File: config.mk
export PLATFORM = sky130hd
export DESIGN_NAME = efds_cfg_regs
export DESIGN_NICKNAME = d
export VERILOG_FILES = /design/src/rtl/efds_pkg.sv /design/src/rtl/efds_cfg_regs.sv
export SDC_FILE = /design/constraint.sdc
export NUM_CORES = 1
export LEC_CHECK = 0
export BUFFER_PORTS_ARGS = -buffer_cell sky130_fd_sc_hd__buf_2
export CELL_PAD_IN_SITES_DETAIL_PLACEMENT = 2
export CELL_PAD_IN_SITES_GLOBAL_PLACEMENT = 2
export CORE_ASPECT_RATIO = 0.9
export CORE_MARGIN = 3
export CORE_UTILIZATION = 34
export DETAILED_ROUTE_END_ITERATION = 10
export PLACE_DENSITY = 0.8
export SYNTH_ARGS = -nofsm -noshare
export SYNTH_HDL_FRONTEND = slang
export SYNTH_SLANG_ARGS = --single-unit
File: constraint.sdc
create_clock -name clk -period 0.8 [get_ports clk]
set_input_delay 0.08 -clock clk [delete_from_list [all_inputs] [get_ports clk]]
set_output_delay 0.08 -clock clk [all_outputs]
set_load 0.02 [all_outputs]
File: src/rtl/efds_pkg.sv
// shared types and constants for the event fifo with drop summary
package efds_pkg;

    localparam int SLOTS  = 256;
    localparam int ADDR_W = $clog2(SLOTS);
    localparam int PTR_W  = 8;
    localparam int CFG_IDX_W = 3;

    localparam logic [CFG_IDX_W-1:0] CFG_ENABLED      = 3'd0;
    localparam logic [CFG_IDX_W-1:0] CFG_STREAM_IDENT = 3'd1;
    localparam logic [CFG_IDX_W-1:0] CFG_CAPACITY     = 3'd2;
    localparam logic [CFG_IDX_W-1:0] CFG_SUMMARY_KIND = 3'd3;
    localparam logic [CFG_IDX_W-1:0] CFG_LOSSY_FLAG   = 3'd4;
    localparam logic [CFG_IDX_W-1:0] CFG_WARNING      = 3'd5;

    typedef enum logic [1:0] {
        OP_PUBLISH = 2'd0,
        OP_POP     = 2'd1,
        OP_SUMMARY = 2'd2,
        OP_UNUSED  = 2'd3
    } op_t;

    typedef enum logic [1:0] {
        ST_IDLE = 2'b01,
        ST_READ = 2'b10
    } state_t;

    typedef struct packed {
        logic        enabled;
        logic [31:0] stream_ident;
        logic [7:0]  capacity_in_use;
        logic [31:0] summary_kind_code;
        logic [31:0] lossy_flag_code;
        logic [31:0] warning_code;
    } cfg_t;

    // first field of the stream item sits in the lowest bits
    typedef struct packed {
        logic [31:0] lost_kind;
        logic [63:0] value_c;
        logic [63:0] value_b;
        logic [63:0] value_a;
        logic [31:0] reason;
        logic [31:0] flag_bits;
        logic [31:0] kind;
        logic [63:0] time_ns;
        op_t         op;
    } in_item_t;

    typedef struct packed {
        logic [63:0] dropped_total;
        logic [63:0] out_value_c;
        logic [63:0] out_value_b;
        logic [63:0] out_value_a;
        logic [31:0] out_reason;
        logic [31:0] out_flags;
        logic [31:0] out_kind;
        logic [63:0] out_time;
        logic [63:0] out_seq;
        logic [31:0] out_stream;
        logic        event_valid;
        logic        accepted;
    } result_t;

    typedef struct packed {
        logic [63:0] value_c;
        logic [63:0] value_b;
        logic [63:0] value_a;
        logic [31:0] reason;
        logic [31:0] flags;
        logic [31:0] kind;
        logic [63:0] time_ns;
        logic [63:0] seq;
        logic [31:0] stream;
    } slot_t;

    localparam int IN_BITS   = $bits(in_item_t);
    localparam int IN_DATA_W = ((IN_BITS + 7) / 8) * 8;
    localparam int RES_BITS  = $bits(result_t);
    localparam int OUT_DATA_W = ((RES_BITS + 7) / 8) * 8;
    localparam int SLOT_BITS = $bits(slot_t);

endpackage

File: src/rtl/efds_cfg_regs.sv
// configuration register file
module efds_cfg_regs (
    input  logic                               clk,
    input  logic                               rst_n,
    input  logic                               cfg_valid,
    output logic                               cfg_ready,
    input  logic [efds_pkg::CFG_IDX_W-1:0]     cfg_index,
    input  logic [31:0]                        cfg_data,
    output efds_pkg::cfg_t                     cfg
);

    efds_pkg::cfg_t cfg_reg;
    efds_pkg::cfg_t cfg_next;

    assign cfg_ready = 1'b1;
    assign cfg       = cfg_reg;

    always_comb
    begin
        cfg_next = cfg_reg;
        if (cfg_valid)
        begin
            unique case (cfg_index)
                efds_pkg::CFG_ENABLED:      cfg_next.enabled           = cfg_data[0];
                efds_pkg::CFG_STREAM_IDENT: cfg_next.stream_ident      = cfg_data;
                efds_pkg::CFG_CAPACITY:     cfg_next.capacity_in_use   = cfg_data[7:0];
                efds_pkg::CFG_SUMMARY_KIND: cfg_next.summary_kind_code = cfg_data;
                efds_pkg::CFG_LOSSY_FLAG:   cfg_next.lossy_flag_code   = cfg_data;
                efds_pkg::CFG_WARNING:      cfg_next.warning_code      = cfg_data;
                default:                    cfg_next = cfg_reg;
            endcase
        end
    end

    always_ff @(posedge clk or negedge rst_n)
    begin
        if (!rst_n)
        begin
            cfg_reg <= '0;
        end
        else
        begin
            cfg_reg <= cfg_next;
        end
    end

endmodule

==> results of run 1 <==
Yosys cell counts:
master and number:
and4bb_1 1, mux2_2 69, buf_4 1, conb_1 1, nor4bb_1 2, buf_2 9, mux2_1 68, nor4b_1 1
nand4b_1 2, dfrtp_1 137, buf_6 6
logic make-up after synthesis:
group | count (synthesis)
multiplexers | 137
buffers and inverters | 16
flip-flops | 137
AND/OR/NAND/NOR | 6
other | 1
through the flow:
| stage | area, um2 | util (%) | hold slack (ns) | setup WS (ns) |
|---|---|---|---|---|
| after CTS | 9270 | 62.8 | 0.0265 | -0.287 |
| after global placement | 6630 | 44.9 | -0.0226 | -0.493 |
| after detailed placement | 6630 | 44.9 | -0.0283 | -0.552 |
| after floorplan | 5370 | - | -0.216 | -0.286 |
timing repair:
action	in CTS
buffers inserted	54
hold buffers	32
endpoints found under the setup margin	233
hold endpoints to repair	266
gates cloned	6
pin swaps	3
gates resized for setup	358
==> flow_summary.toml, run 1 <==
[logic_synthesis]
synth_seq_cells = 137
yosysSeqAreaShare_pct = 66.5
synth_xor_area_share_pct = 0
synth_top_area_share_pct = 66.5
yosysTopAreaCell = "dfrtp_1"
netlist_area_mm2 = 0.00515
netlist-cell-type-count = 11
syn_nets = 335
synth_mux_area_share_pct = 29.9
yosys-top-cells-area = "dfrtp_1, mux2_2, mux2_1"
yosys.area_share.simple_pct = 1.14
synthAdderAreaFrac_pct = 0
synth_top_family_by_area = "multiplexers"
yosysWarnings = 0
syn_avg_cell_area_um2 = 17.4
netlist_instances = 297
synth-compound-area-share_pct = 0

[clocking]
cts_buffers = 17
clockBufferDepth = 2
root_buffer = "clkbuf_16"
h-tree-depth = 4
cts_sinks = 137

[global_routing]
grt_max_degree = 32
grt_antenna_before_repair = 1

[floorplanning]
rows = 42
start_util_pct = 34.9
die-width_um = 136
ioPinCount = 176
die_h_um = 123

[outcome]
stop_stage = "5_1_grt"
status = "aborted with a tool error"
error = "[ERROR DPL-0033] detailed placement checks failed during check placement."

[place]
gp_congestion = 0.763
io_buffers = 174
hpwl_um = 10500
dpl.cell_count = 672

[timing]
crit_endpoint = "cfg[97]"
worst_endpoint_kind = "output port"
==> run 2, diff against run 1 <==
==> config.mk (replaced) <==
export PLATFORM = sky130hd
export DESIGN_NAME = efds_cfg_regs
export DESIGN_NICKNAME = d
export VERILOG_FILES = /design/src/rtl/efds_pkg.sv /design/src/rtl/efds_cfg_regs.sv
export SDC_FILE = /design/constraint.sdc
export NUM_CORES = 1
export LEC_CHECK = 0
export BUFFER_PORTS_ARGS = -buffer_cell sky130_fd_sc_hd__buf_2
export CORE_MARGIN = 3
export CORE_UTILIZATION = 25
export DETAILED_ROUTE_END_ITERATION = 10
export PLACE_DENSITY_LB_ADDON = 0.15
export SYNTH_ARGS = -nofsm -noshare
export SYNTH_HDL_FRONTEND = slang
export SYNTH_SLANG_ARGS = --single-unit
==> run 2 against run 1 <==
Effect of this change:
- the flow now finishes, with violations (negative setup slack)
- area after synthesis did not move
- synthesized cell count did not move
==> flow_summary.toml, run 2 <==
[logic_synthesis]
syn_avg_cell_area_um2 = 17.4
yosys-top-cells-area = "dfrtp_1, mux2_2, mux2_1"
netlist_instances = 297
synth_top_area_share_pct = 66.5
syn_nets = 335
netlist-cell-type-count = 11
synth_commonest_cells = "dfrtp_1, mux2_2, mux2_1"
netlist_area_mm2 = 0.00515
yosysSeqAreaShare_pct = 66.5
synth_ff_type = "dfrtp_1"
yosysTopAreaCell = "dfrtp_1"
synth_seq_cells = 137
synthArstFlopShare_pct = 100
yosysMostFrequentCell = "dfrtp_1"
yosysWarnings = 0
synth_edf_count = 0

[pwr]
seq_power_share_pct = 36.6
p_int_mw = 18.7
power.density_mw_per_mm2 = 2780
static-leakage-power_nw = 4.64
p_comb_share_pct = 36.3
clkPwrFrac_pct = 27.1
irDropWorstVdd_v = 0.00137
switching_share_pct = 29.6
fin_total_pwr_mw = 26.6
switchingPower_mw = 7.89

[floorplanning]
die_h_um = 150
die-area_mm2 = 0.0224
start_util_pct = 26.0
rows = 51
ioPinCount = 176
core_area_mm2 = 0.0198
die-width_um = 150

[outcome]
status = "finished with violations"
violations = "negative setup slack"

[drt]
route.vias.total = 3703
routedWlPerCell_um = 19.6
drcViolationCount = 0
ant_nets = 0
viasPerCell = 4.27
dr.pass1.iters = 4
drt-initial-drc-count = 82
wirelength_um = 17100

[timing]
setup_slack_ns = -0.319
setup_viol = 243
slew_viol_final = 0
hold_viol = 0
min_period_ns = 1.12
skew_ns = 0
rsz0062_at_grt = "true"
finalCritPeriodShare_pct = 140
hold_slack_ns = 0.0263
fmax_mhz = 894
tns_ns = -37.46

[layout]
fillCellCount = 1694
num_antenna_cells = 0
utilization_pct = 48.2
multi_input_area_mm2 = 0.00206
largest_register_ffs = 137
seq_area_mm2 = 0.00343
fin_nets = 630
final_common_cell = "buf_6"
drive_above_1_share_pct = 71.1
area_delta_synth_final_pct = 85.6
layout_common_cells = "buf_6, dfrtp_1, mux2_4"

[place]
gp_congestion = 0.706
hpwl_um = 9660
io_buffers = 174

[global_routing]
globalRouteOverflowTotal = 0
grt_max_degree = 31
grt_pass1_wl_um = 24300
grt_antenna_before_repair = 0
grtUsageTotal_pct = 14.4
grt_pass1_vias = 4087

[clocking]
cts_sinks = 137
h-tree-depth = 4
cts_buffers = 17
clockBufferDepth = 2
root_buffer = "clkbuf_16"
path_clk_slew_ns = 0.06
clk_latency_ns = 0.40
cts_tree = "yes"

[run]
maxCapViolCount = 0

[setup_path]
worst_ep_arrival_time_ns = 1.04
cp.required_ns = 0.72
critical_path_class = "reg2out"
worst-path-max-fanout = 2
endpoint_kind = "output pin"
startpoint_type = "flop"

[hold_path]
hp-class = "in2reg"
[run 2: final timing paths]
check / endpoint / startpoint / slack (ns) / cells past startpoint
min in group asynchronous: cfg[121] / rst_n / 0.11 / 2
max: cfg[37] / cfg[37] / -0.32 / 2
max reg2reg: cfg[48] / cfg[48] / -0.11 / 2
min reg2reg: cfg[83] / cfg[83] / 0.53 / 1
min: cfg[96] / cfg_data[0] / 0.03 / 2
max in group asynchronous: cfg[136] / rst_n / 0.21 / 3
[run 2: final cells by class]
type                            instances  share of cell area, %
Clock buffer                           22                   4.85
Clock inverter                          8                  0.772
Timing Repair Buffer                  292                   33.5
Multi-Input combinational cell        144                   21.6
Tap cell                              265                   3.47
Sequential cell                       137                   35.9
[run 2: power groups by stage]
stage                     Sequential, mW  Combinational (mW)  Clock, mW
after floorplan                     11.2                1.64          0
after global placement              9.36                6.02          0
after detailed placement            9.37                6.10          0
after CTS                           9.66                8.92       7.45
after global routing                9.90                10.2       7.79
final                               9.73                9.67       7.22
[run 2: per-layer routing]
layer	share of wire (%)	wire, um	global-route usage [%]
met5	0	0	0
met3	6.3	1070	5.78
met4	0.52	89	2.88
met1	42	7200	17.3
met2	51	8690	24.4
[run 2: per-stage QoR]
step | setup slack, ns | cells | cell area (um2)
3_5_place_dp | -0.582 | 741 | 6750
5_1_grt | -0.365 | 868 | 9560
4_1_cts | -0.341 | 838 | 9050
6_report | -0.319 | 868 | 9560
3_3_place_gp | -0.528 | 741 | 6750
2_1_floorplan | -0.286 | 297 | 5370
[run 2: logic make-up after synthesis]
family	share of synthesized area (%)
other	0.0728
buffers and inverters	2.33
and+or+nand+nor	1.14
muxes	29.9
DFF	66.5
[run 2: timing repair]
item | 4_1_cts | 5_1_grt
pin swaps | 1 | 3
buffers inserted | 31 | 35
hold buffers | 32 | 0
resized for setup | 336 | 64
gates cloned | 4 | 5
endpoints found under the setup margin | 241 | 237
endpoints found under the hold margin | 268 | 0
[run 2: worst max-delay path, stage by stage, from the launching register on]
cell     delay [ns]
dfrtp_1        0.39
buf_6          0.12
buf_6          0.12
Note: power is estimated with default switching activity, not from simulation.
==> run 3, diff against run 2 <==
==> constraint.sdc (replaced) <==
create_clock -name clk -period 0.8 [get_ports clk]
set_input_delay 0.08 -clock clk [delete_from_list [all_inputs] [get_ports clk]]
set_output_delay 0.08 -clock clk [all_outputs]
set_load 0.05 [all_outputs]
==> run 3 against run 2 <==
Effect of this change:
- clock-buffer cell count did not move
- critical endpoint is now cfg[20]
- critical path depth fell by 1
- cell area fell by 3.3%
- highest routed layer unchanged
- clock skew did not move
- sequential power barely moved
- die area did not move
- largest power group is now combinational cells
- the flow still finishes with violations (negative setup slack)
- register-to-register slack got worse by 0.10 ns
- final cell count fell by 1.8%
- clock power rose by 4.7%
- total power rose by 13%
==> flow_summary.toml, run 3 (synthesis results as in run 2) <==
[timing]
min_period_ns = 1.07
setup_viol = 209
hold_viol = 0
skew_ns = 0
hold_slack_ns = 0.0226
slew_viol_final = 0
setup_slack_ns = -0.271
fmax_mhz = 934
rsz0062_at_grt = "true"
finalCritPeriodShare_pct = 134
tns_ns = -40.54

[layout]
final_common_cell = "buf_6"
largest_register_ffs = 137
num_antenna_cells = 0
fin_nets = 613
drive_above_1_share_pct = 74.4
layout_common_cells = "buf_6, dfrtp_1, mux2_4"
area_delta_synth_final_pct = 79.5
fin_area_mm2 = 0.00925
utilization_pct = 46.6

[clocking]
cts_tree = "yes"
root_buffer = "clkbuf_16"
path_clk_slew_ns = 0.06
clockBufferDepth = 2
clk_latency_ns = 0.41
h-tree-depth = 4
cts_sinks = 137
cts_buffers = 17

[drt]
viasPerCell = 4.20
dr.pass1.iters = 4
drt-initial-drc-count = 77
wirelength_um = 14900
routedWlPerCell_um = 17.5
route.vias.total = 3575
ant_nets = 0
drcViolationCount = 0

[pwr]
clkPwrFrac_pct = 25.2
seq_power_share_pct = 32.5
power.density_mw_per_mm2 = 3250
p_comb_share_pct = 42.3
switching_share_pct = 37.7
irDropWorstVdd_v = 0.00139
p_int_mw = 18.7
static-leakage-power_nw = 4.33
fin_total_pwr_mw = 30.0
switchingPower_mw = 11.3

[setup_path]
endpoint_kind = "output pin"
startpoint_type = "flop"
critical_path_class = "reg2out"
worst-path-max-fanout = 2
reg2reg_from = "cfg[31]"
reg2reg_to = "cfg[31]"
cp_slowest_stage_delay_ns = 0.42
slowest_stage = "dfrtp_1"
worst_ep_arrival_time_ns = 0.99
worst_path_dominant_cell_family = "flip-flops"
path_cells = "buf_6"
reg2regPathDepth = 3
cp.required_ns = 0.72
r2r_slack_ns = -0.21
timing.critical_path.buf_inv = 1

[hold_path]
hold_depth = 2
hp-start = "cfg_data[0]"
min_to = "cfg[0]"
hp-class = "in2reg"

[floorplanning]
core_area_mm2 = 0.0198
die-area_mm2 = 0.0224
start_util_pct = 26.0
die-width_um = 150
rows = 51
die_h_um = 150
ioPinCount = 176

[run]
maxCapViolCount = 0

[place]
post_dp_cell_area_mm2 = 0.00673
io_buffers = 174
gp_congestion = 0.718
hpwl_um = 9440

[global_routing]
globalRouteOverflowTotal = 0
grt_antenna_before_repair = 0
grt_pass1_vias = 4062
grtUsageTotal_pct = 13.6
grt_max_degree = 45
grt_pass1_wl_um = 23400

[outcome]
status = "finished with violations"
violations = "negative setup slack"
## run 3: cell types whose count changed in the layout (fill, tap and decap cells not counted), moves of 4 or more
cell | previous run | this run
buf_8 | 2 | 8
buf_12 | 16 | 12
buf_6 | 173 | 157
mux2_2 | 26 | 54
dfrtp_2 | 1 | 28
dfrtp_1 | 136 | 109
mux2_4 | 111 | 81
## run 3: repair_timing
item / 4_1_cts / 5_1_grt
endpoints found under the hold margin: 268 / 0
buffers inserted: 31 / 21
gates resized for setup: 335 / 27
setup endpoints to repair: 249 / 220
cloned: 4 / 2
pin swaps: 1 / 0
hold buffers: 32 / 0
## run 3: cell type report
cell class	instances	area, um2
Clock buffer	22	464
Clock inverter	9	101
Fill cell	1773	10600
Multi-Input combinational cell	144	1930
Sequential cell	137	3460
Tap cell	265	332
Timing Repair Buffer	275	2960
## run 3: per-stage QoR
| stage | cells | worst slack [ns] |
|---|---|---|
| after floorplan | 297 | -0.286 |
| after global placement | 740 | -0.513 |
| after detailed placement | 740 | -0.553 |
| after CTS | 838 | -0.293 |
| after global routing | 852 | -0.312 |
| final | 852 | -0.271 |
## run 3: how the worst max path moves through the flow
stage	depth (start not counted)	end	from
global placement	5	cfg[55]	cfg_index[1]
floorplan	4	cfg[33]	cfg_index[1]
finish	1	cfg[20]	cfg[20]
CTS	1	cfg[46]	cfg[46]
global route	1	cfg[20]	cfg[20]
detailed placement	5	cfg[44]	cfg_index[0]
## run 3: power by group through the flow
| stage | sequential [mW] | combinational, mW | clock (mW) |
|---|---|---|---|
| after floorplan | 14.8 | 1.68 | 0 |
| after global placement | 9.42 | 9.56 | 0 |
| after detailed placement | 9.44 | 9.62 | 0 |
| after CTS | 9.75 | 12.4 | 7.78 |
| after global routing | 9.95 | 13.2 | 8.16 |
| final | 9.76 | 12.7 | 7.56 |
## run 3: metal layers
metal  wire, um  part of all wire (%)  global-route usage, %
met3       1080                   7.3                   5.30
met1       6570                    44                   17.2
met4        201                   1.3                   4.49
met5          0                     0                      0
met2       7040                    47                   21.6
==> run 4, diff against run 3 <==
--- a/config.mk
+++ b/config.mk
@@ -7,7 +7,7 @@
 export LEC_CHECK = 0
 export BUFFER_PORTS_ARGS = -buffer_cell sky130_fd_sc_hd__buf_2
 export CORE_MARGIN = 3
-export CORE_UTILIZATION = 25
+export CORE_UTILIZATION = 50
 export DETAILED_ROUTE_END_ITERATION = 10
 export PLACE_DENSITY_LB_ADDON = 0.15
 export SYNTH_ARGS = -nofsm -noshare
==> run 4 against run 3 <==
Effect of this change:
- sequential power grew 2%
- via count grew 5.8%
- final cell count shrank 14%
- critical endpoint is now cfg[134]
- largest power group unchanged
- wire length grew 16%
- core utilization grew 46 points
- clock skew is the same
- setup slack lost 0.13 ns
- clock-buffer cell count shrank 1
- sequential share of layout area grew 0.19 points
- the flow finishes with violations (negative hold slack, negative setup slack)
==> flow_summary.toml, run 4 (synthesis results as in run 2) <==
[layout]
layout_common_cells = "buf_6, dfrtp_1, mux2_4"
drive_above_1_share_pct = 74.6
area_delta_synth_final_pct = 78.6
largest_register_ffs = 137
final_common_cell = "buf_6"
fin_cells = 729
fin_nets = 621
utilization_pct = 92.9
fin_area_mm2 = 0.00921

[timing]
fmax_mhz = 832
tns_ns = -56.07
rsz0062_at_grt = "true"
hold_viol = 14
hold_slack_ns = -0.0314
setup_slack_ns = -0.402
finalCritPeriodShare_pct = 150
slew_viol_final = 0
skew_ns = 0
min_period_ns = 1.20
setup_viol = 210

[outcome]
violations = "negative hold slack, negative setup slack"
status = "finished with violations"

[setup_path]
path_cells = "buf_6"
critical_path_class = "reg2out"
worst_ep_arrival_time_ns = 1.12
endpoint_kind = "output pin"
cp_slowest_stage_delay_ns = 0.42
timing.critical_path.buf_inv = 1
cp.required_ns = 0.72
worst-path-max-fanout = 2
reg2regPathDepth = 3
slowest_stage = "dfrtp_1"
startpoint_type = "flop"
worst_path_dominant_cell_family = "flip-flops"
crit_cells = 1

[floorplanning]
rows = 36
die-area_mm2 = 0.0116
die-width_um = 108
die_h_um = 108
core_area_mm2 = 0.00991
start_util_pct = 52.0
ioPinCount = 176

[place]
hpwl_um = 8420
post_dp_cell_area_mm2 = 0.00650
dpl.cell_count = 605
gp_congestion = 0.755
io_buffers = 174
place_ws_ns = -0.516

[drt]
drt-initial-drc-count = 137
routedWlPerCell_um = 23.6
drcViolationCount = 0
ant_nets = 0
wirelength_um = 17200
dr.pass1.iters = 4
route.vias.total = 3781
viasPerCell = 5.19

[clocking]
cts_buffers = 17
cts_sinks = 137
root_buffer = "clkbuf_8"
clk_latency_ns = 0.52
hold_buffers = 33
h-tree-depth = 4
clockBufferDepth = 2
path_clk_slew_ns = 0.06
cts_tree = "yes"

[global_routing]
grt_pass1_vias = 4064
grtUsageTotal_pct = 25.6
met2_usage_pct = 45.4
grt.busiest_layer = "met2"
grt_max_degree = 38
grtUsageMet3_pct = 8.64
grt_pass1_wl_um = 22300
globalRouteOverflowTotal = 0
grt_use_met1_pct = 28.8
grt_antenna_before_repair = 1

[pwr]
static-leakage-power_nw = 4.44
fin_total_pwr_mw = 31.7
irDropWorstVdd_v = 0.00234
power.density_mw_per_mm2 = 3450

[run]
maxCapViolCount = 0

[hold_path]
hold_depth = 3
hp-class = "in2reg"
-- run 4: cell types whose count changed in the layout (fill, tap and decap cells not counted), moves of 3 or more --
| cell | previous run | this run |
|---|---|---|
| buf_6 | 157 | 170 |
| mux2_2 | 54 | 42 |
| mux2_4 | 81 | 93 |
| buf_16 | 3 | 0 |
| bufinv_16 | 2 | 5 |
-- run 4: layer usage --
metal | wire length [um] | vias to the layer above
met5 | 0 | -
met4 | 563 | 0
met3 | 1240 | 43
met2 | 8950 | 176
met1 | 6480 | 1935
li1 | - | 1627
-- run 4: final timing paths --
kind / startpoint / endpoint / slack (ns)
setup / recovery: cfg[134] / cfg[134] / -0.40
hold / removal: cfg_index[1] / cfg[136] / -0.03
setup reg to reg: cfg[135] / cfg[135] / -0.23
hold reg to reg: cfg[9] / cfg[9] / 0.53
max in group asynchronous: rst_n / cfg[12] / 0.33
min in group asynchronous: rst_n / cfg[48] / -0.01
-- run 4: where the power goes --
part	internal, mW	total, mW	leakage (nW)	switching, mW
registers	8.54	9.92	1.61	1.39
clock network	5.42	8.33	0.305	2.92
logic	5.89	13.5	2.52	7.60
total	19.8	31.7	4.44	11.9
-- run 4: tightest hold or removal path, cell delays in order --
cell and delay (ns):
buf_8 0.09, nor4b_1 0.06, mux2_2 0.22
-- run 4: repair_timing --
item | 4_1_cts | 5_1_grt
resized for setup | 294 | 91
pin swaps | 0 | 1
endpoints found under the hold margin | 274 | 14
setup endpoints to repair | 140 | 220
gates cloned | 0 | 3
setup buffers | 31 | 35
-- run 4: layout make-up --
| class | instances | area (um2) |
|---|---|---|
| Sequential cell | 137 | 3460 |
| Clock buffer | 21 | 439 |
| Antenna cell | 1 | 2.50 |
| Tap cell | 133 | 166 |
| Multi-Input combinational cell | 144 | 1980 |
| Clock inverter | 10 | 175 |
| Fill cell | 296 | 704 |
| Timing Repair Buffer | 283 | 2980 |
